===== config.mk =====
export PLATFORM = sky130hd
export DESIGN_NAME = msas_cell
export DESIGN_NICKNAME = d
export VERILOG_FILES = /design/src/rtl/msas_pkg.sv /design/src/rtl/msas_cell.sv
export SDC_FILE = /design/constraint.sdc
export NUM_CORES = 1
export LEC_CHECK = 0
export BUFFER_PORTS_ARGS = -buffer_cell sky130_fd_sc_hd__buf_2
export CAP_MARGIN = 20
export CORE_UTILIZATION = 53
export CTS_CLUSTER_SIZE = 25
export DETAILED_ROUTE_END_ITERATION = 7
export PLACE_DENSITY = 0.77
export SETUP_SLACK_MARGIN = 0.15
export SLEW_MARGIN = 20
export SYNTH_ARGS = -nofsm -noshare
export SYNTH_HDL_FRONTEND = slang
export SYNTH_SLANG_ARGS = --single-unit

===== constraint.sdc =====
create_clock -name i_clk -period 7.7 [get_ports i_clk]
set_clock_uncertainty 0.2 [all_clocks]
set_input_delay 1.54 -clock i_clk [delete_from_list [all_inputs] [get_ports i_clk]]
set_output_delay 1.54 -clock i_clk [all_outputs]
set_load 0.005 [all_outputs]

===== src/rtl/msas_pkg.sv =====
`default_nettype none

package msas_pkg;

    localparam int TIME_W = 32;
    localparam int ID_W   = 8;
    localparam int MASK_W = 8;

    typedef enum logic [1:0] {
        OP_ADD       = 2'd0,
        OP_CLEAR     = 2'd1,
        OP_FIRE      = 2'd2,
        OP_CLEAR_OLD = 2'd3
    } t_op;

    // One command word as it travels down the row of slot cells. The result
    // fields build up as the word passes each slot.
    typedef struct packed {
        logic              valid;
        t_op               op;
        logic [TIME_W-1:0] tref;
        logic [TIME_W-1:0] aep;
        logic              rec;
        logic [TIME_W-1:0] period;
        logic [ID_W-1:0]   slot_id;
        logic              taken;
        logic              ok;
        logic [ID_W-1:0]   slot_result;
        logic [MASK_W-1:0] fired_mask;
        logic              found;
        logic [TIME_W-1:0] best;
    } t_tok;

endpackage

`default_nettype wire


===== src/rtl/msas_cell.sv =====
`default_nettype none

module msas_cell #(
    parameter int IDX = 0
) (
    input  wire logic          i_clk,
    input  wire logic          i_rst_n,
    input  wire msas_pkg::t_tok i_tok,
    output msas_pkg::t_tok     o_tok
);

    localparam logic [msas_pkg::ID_W-1:0] MY_ID    = msas_pkg::ID_W'(IDX);
    localparam bit                        HAS_BIT  = (IDX < msas_pkg::MASK_W);
    localparam logic [2:0]                MASK_BIT = 3'(IDX);

    logic [msas_pkg::TIME_W-1:0] r_time, n_time;
    logic                        r_en, n_en;
    logic                        r_rep, n_rep;
    logic [msas_pkg::TIME_W-1:0] r_period, n_period;
    msas_pkg::t_tok              r_tok, n_tok;
    logic [msas_pkg::TIME_W-1:0] w_sum;

    assign w_sum = i_tok.tref + r_period;

    always_comb begin
        n_time   = r_time;
        n_en     = r_en;
        n_rep    = r_rep;
        n_period = r_period;
        n_tok    = i_tok;
        if (i_tok.valid) begin
            case (i_tok.op)
                msas_pkg::OP_ADD: begin
                    // The first free slot along the row claims the new alarm.
                    if (!i_tok.taken && !r_en) begin
                        n_time            = i_tok.aep;
                        n_en              = 1'b1;
                        n_rep             = i_tok.rec;
                        n_period          = i_tok.period;
                        n_tok.taken       = 1'b1;
                        n_tok.ok          = 1'b1;
                        n_tok.slot_result = MY_ID;
                    end
                end
                msas_pkg::OP_CLEAR: begin
                    if (i_tok.slot_id == MY_ID) begin
                        n_en = 1'b0;
                    end
                end
                msas_pkg::OP_FIRE: begin
                    if (r_en && (r_time == i_tok.tref)) begin
                        n_tok.ok = 1'b1;
                        if (HAS_BIT) begin
                            n_tok.fired_mask[MASK_BIT] = 1'b1;
                        end
                        // A recurring alarm with a zero period fires only once.
                        if (r_rep && (r_period != '0)) begin
                            n_time = w_sum;
                        end else begin
                            n_en = 1'b0;
                        end
                    end
                end
                msas_pkg::OP_CLEAR_OLD: begin
                    if (r_time < i_tok.tref) begin
                        n_en = 1'b0;
                    end
                end
                default: begin
                end
            endcase
            // The search sees this slot after the command has updated it.
            if (n_en && (n_time >= i_tok.tref) && (!i_tok.found || (n_time < i_tok.best))) begin
                n_tok.found = 1'b1;
                n_tok.best  = n_time;
            end
        end
    end

    always_ff @(posedge i_clk) begin
        if (!i_rst_n) begin
            r_time <= '0;
            r_en   <= 1'b0;
            r_rep  <= 1'b0;
            r_tok  <= '0;
        end else begin
            r_time <= n_time;
            r_en   <= n_en;
            r_rep  <= n_rep;
            r_tok  <= n_tok;
        end
    end

    always_ff @(posedge i_clk) begin
        r_period <= n_period;
    end

    assign o_tok = r_tok;

endmodule

`default_nettype wire


# Word-level counts from Yosys, hierarchy flattened
# Cells that the tools add are included.
# W data, S select, Z words.
# totals
word_cells	60
ff_bits	225
inputBits	161
output_inout_bits	159
# op_classes
reduce_logical	13
n_lt_le_gt_ge	3
addsub	1
n_mux	22
n_eq_ne	4
# op_table
op	count
$mux W32	4
$lt A32 B32 Y1	2
$pmux W32 S2	1
$mux W34	1
$mux W33	1
$add A32 B32 Y32	1
$eq A32 B32 Y1	1
$ge A32 B32 Y1	1
$reduce_bool A32 Y1	1
$mux W10	2
$mux W1	10
$logic_not A8 Y1	1
$mux W8	1
$logic_and A1 B1 Y1	5
$eq A2 B2 Y1 const B	2
$pmux W1 S4	1
$logic_not A1 Y1	3
$reduce_and A3 Y1	1
$eq A2 B1 Y1 const B	1
$logic_not A2 Y1	1
$pmux W1 S2	1
$logic_or A1 B1 Y1	1

# Logic depth before layout (Yosys ltp)
# depth
word_depth	11
depth_mapped	23
depth_no_buf	21

# Least setup slack after synthesis
# OpenSTA, ideal clock, no wires.
# synth_timing
path_type	input port to flip-flop
start	input i_tok[124] (netlist name)
end	register r_tok (netlist bit o_tok[5])
setup_time_ps	128
n_path_buf	1
stages	22
path_slack_ps	1519
t_arrival_ps	5853
required_ps	7372
cell_sequence	ha_1 > fa_1 > a211oi_1 > o21a_1 > a21boi_0 > o31a_1 > o31ai_1 > o21ai_0 > xnor2_1 > o21a_1 > inv_1 > ha_1 > and4_1 > and3_1 > nand3_1 > nand3_1 > a41o_1 > or4_4 > a21oi_4 > buf_6 > mux2i_1 > nor2_1
# synth_via
elab_chain_cells	10
word_cells_on_any_way	19
cone_classes	add/sub (1); order compare (3); eq/ne (1); mux (10); reduce/logical (4)
# synth_lines
element	line_no	source
start, declared	msas_cell.sv:8	input wire msas_pkg::t_tok i_tok,
$add A32 B32 Y32 or $eq A32 B32 Y1 (tied branches)	msas_cell.sv:23, msas_cell.sv:51	
$mux W32 or $logic_and A1 B1 Y1 (tied branches)	msas_cell.sv:57, msas_cell.sv:51	
$mux W32	msas_cell.sv:51	if (r_en && (r_time == i_tok.tref)) begin
$pmux W32 S2	msas_cell.sv:32	case (i_tok.op)
$mux W32	msas_cell.sv:31	if (i_tok.valid) begin
$ge A32 B32 Y1 or $lt A32 B32 Y1 (tied branches)	msas_cell.sv:73	if (n_en && (n_time >= i_tok.tref) && (!i_tok.found || (n_time < i_tok.best))) begin
$logic_and A1 B1 Y1 or $logic_or A1 B1 Y1 (tied branches)	msas_cell.sv:73	
$logic_and A1 B1 Y1	msas_cell.sv:73	
$mux W33 (*)	msas_cell.sv:73	
$mux W34 (*)	msas_cell.sv:31	
end signal, assigned	msas_cell.sv:90	r_tok <= n_tok;
end, declared	msas_cell.sv:20	msas_pkg::t_tok r_tok, n_tok;
# Mark *: on every way between the ends. The rest lies on a longest branch, timed or not. The select of a mux whose other input is x is not followed.
# A chain may end at the register's enable or synchronous reset.

# Worst setup path in the final report
# layout_timing
start	input i_tok[124] (netlist name)
end	register r_tok (netlist bit o_tok[3])
# Same word-level chain as after synthesis.

==> summary.txt <==
Run status
  – Status: completed

Die
  – Chip Height: about 150 µm
  – Die X-Extent: 150 µm
  – I/O pin count: 320
  – Initial core utilization: 0.546
  – Die area: ~22000 µm²
  – Row Count: 53
  – CORE AREA: 21200 µm²

STA
  – Hold Vio Cnt, Final: 0
  – Final period utilization: 0.874
  – Final Setup Violations: 0
  – Fmax: 149 MHz
  – Post-route minimum period: 6.73 ns
  – Max Slew Vio Count: 0
  – Final worst slack: around 0.97 ns
  – Setup TNS: 0 ns
  – Rel. slew slack: 0.284
  – Worst-margin pin slew: 1.07 ns
  – RSZ-0062 raised after global routing: false

Clock tree
  – CTS Buf Count: 24
  – Root buffer cell: clkbuf_16
  – # H-tree levels: 1
  – Clock sinks: 225
  – Post-CTS Setup Repair Bufs: 0
  – CTS tree: built
  – Clk buf depth: 3
  – Hold_buf cts: 0
  – Clk pin slew, worst setup/hold paths: 0.06 ns
  – Clk_lat worst skew: 0.53 ns
  – Post_cts resized: 0

Synthesis
  – Mapped Cells: 1265
  – Largest area contributor in the netlist: dfxtp_1
  – Syn nets: 1553
  – EDFF count, synth: 32
  – Cell variety after synth: 67
  – Synthesized flop and latch total: 225
  – Sequential fraction of the synthesis area: 0.416
  – Synth area leaders: dfxtp_1, ha_1, edfxtp_1
  – Synthesized cell area: 11600 µm²
  – Post-synth ARST share: 0
  – Synth Area per Inst: 9.16 µm²
  – Leading register cell type out of synthesis: dfxtp_1
  – YS warnings: 0
  – Top cell type's share of synthesized area: 0.333

Min path
  – Worst Hold Class: reg -> reg

Place
  – Port Buffer Count: 319
  – Detailed-placement wirelength estimate: between 20000 and 30000 µm
  – Dpl ws: 0.601 ns
  – Final Wtd Congestion: 1.02
  – Cells after DPL: 1841

Critical path
  – Crit path kind: in -> reg
  – Worst path arrival time: between 6 and 7 ns
  – Critical path peak fanout: 21
  – Critical Path RT: a little under 8 ns
  – Critical path endpoint category: register
  – Startpoint Class: primary input
  – CP max-delay cell: or4_4
  – Crit-path cells: buf_2 -> ha_1 -> fa_1 -> a211oi_1 -> o21a_1 -> a21boi_0 -> o31a_1 -> o31ai_1 -> o21ai_0 -> xnor2_1 -> o21a_1 -> inv_1 -> ha_1 -> and4_1 -> and3_1 -> nand3_1 -> nand3_1 -> a41o_1 -> or4_4 -> a21oi_4 -> buf_12 -> mux2i_1 -> nor2_1
  – Peak per-stage delay on the critical path: roughly 0.5 ns

Route
  – Post-DR wirelength/cell: ~20 µm
  – # DRC: 0
  – Routed Antenna Nets: 0
  – First DRT Iteration DRCs: between 700 and 800
  – Final WL: 37200 µm
  – Number of vias per cell: around 5.7
  – 1st-pass router iterations: 4
  – Via count: roughly 11000

Global route
  – Initial antenna violation count: 3
  – Pin count of the biggest net entering global routing: 94
  – GRT Total Usage: 0.329
  – Grt total ovfl: 0
  – First-pass GRT wire length: 56700 µm
  – Vias in the first global route: 10500

Cells and area
  – Non-filler cells, final: 1886
  – Most common cell after layout, fill and taps aside: buf_2
  – Commonest non-fill, non-tap cells in the layout: buf_2, dfxtp_1, nor2_1
  – Fillers: between 1500 and 2000
  – Fin nets: 1880
  – Layout cells sized above 1: 0.243
  – Area delta synth->final: 24.2%
  – Post-layout util: 0.679

Pwr
  – Cell Pwr Density: 212 nW/µm²
  – Total power: 0.00305 W
  – Maximum VDD drop: 0.210 mV
  – Total leakage power: about 7 nW

Run
  – Max_cap viols: 0
[power breakdown]
| part | switching [W] | leakage [nW] | total (W) | internal, W |
|---|---|---|---|---|
| Clock | 0.000479 | 0.413 | 0.00124 | 0.000762 |
| Combinational | 0.000308 | 4.73 | 0.000532 | 0.000224 |
| Sequential | 0.0000269 | 1.89 | 0.00128 | 0.00125 |
| Total | 0.000814 | 7.03 | 0.00305 | 0.00224 |
[worst max-delay path, delay by kind of cell]
| family | cells | cell delay [ns] |
|---|---|---|
| adders and majority gates | 3 | 0.94 |
| and+or+nand+nor | 6 | 1.14 |
| muxes | 1 | 0.25 |
| xor gates and xnor gates | 1 | 0.37 |
| AOI/OAI and AO/OA | 9 | 2.21 |
| buffers and inverters | 3 | 0.45 |
[kinds of logic (layout without fill, tap and decap cells)]
kind of cell | count (synthesis) | in the layout | synth area share
and+or+nand+nor | 417 | 417 | 0.179
DFF | 225 | 225 | 0.416
other | 0 | 3 | 0
buffers and inverters | 134 | 477 | 0.0455
xor gates and xnor gates | 23 | 23 | 0.0174
AOI/OAI and AO/OA | 285 | 285 | 0.158
muxes | 54 | 54 | 0.0469
adders and majority gates | 127 | 127 | 0.138
[layout make-up]
class / count / area (µm²) / share of cell area
clock inverters: 5 / 100 / 0.00695
repair buffers: 344 / 1800 / 0.125
well taps: 275 / 344 / 0.0239
multi-input cells: 906 / 6240 / 0.433
flip-flops and latches: 225 / 4820 / 0.335
inverters: 91 / 342 / 0.0237
clock buffers: 37 / 743 / 0.0516
diodes: 3 / 7.51 / 0.000521
[state kept, by name, indices dropped and copies added (netlist names)]
name      count
o_tok       159
r_period     32
r_time       32
r_en          1
r_rep         1
[layer usage]
metal | vias up | global-route usage | share of wire
li1 | 5151 | - | -
met4 | 0 | 0.121 | 0.031
met2 | 499 | 0.541 | 0.46
met5 | - | 0 | 0
met1 | 5076 | 0.419 | 0.41
met3 | 84 | 0.0750 | 0.092
[synth_stat cells, drive strengths merged, types with 9 or more instances]
master    n
o211ai    9
nand4    24
clkbuf   38
nor2    141
mux2i    52
nor3     19
o22ai    27
xor2     11
nand2b   11
o21ai    45
and2     91
a21o     19
dfxtp   193
o21a     15
inv      90
ha      126
and3     17
a21oi    94
xnor2    12
nand2    62
nor4     12
a211oi   14
nand3    21
edfxtp   32
[through the flow]
stage          cell area (µm²)  hold slack, ns
3_5_place_dp             13500           0.308
5_1_grt                  14400           0.339
3_3_place_gp             13500           0.285
4_1_cts                  14400           0.319
6_report                 14400           0.326
2_1_floorplan            11600           0.262
[final timing paths]
check / startpoint / to / slack [ns] / depth (start not counted)
max: i_tok[124] / o_tok[3] / 0.97 / 23
min: r_time[21] / r_time[21] / 0.33 / 2
max reg2reg: r_period[0] / o_tok[3] / 1.70 / 22
min reg2reg: r_time[21] / r_time[21] / 0.33 / 2
Power figures use the tool's default switching activity.
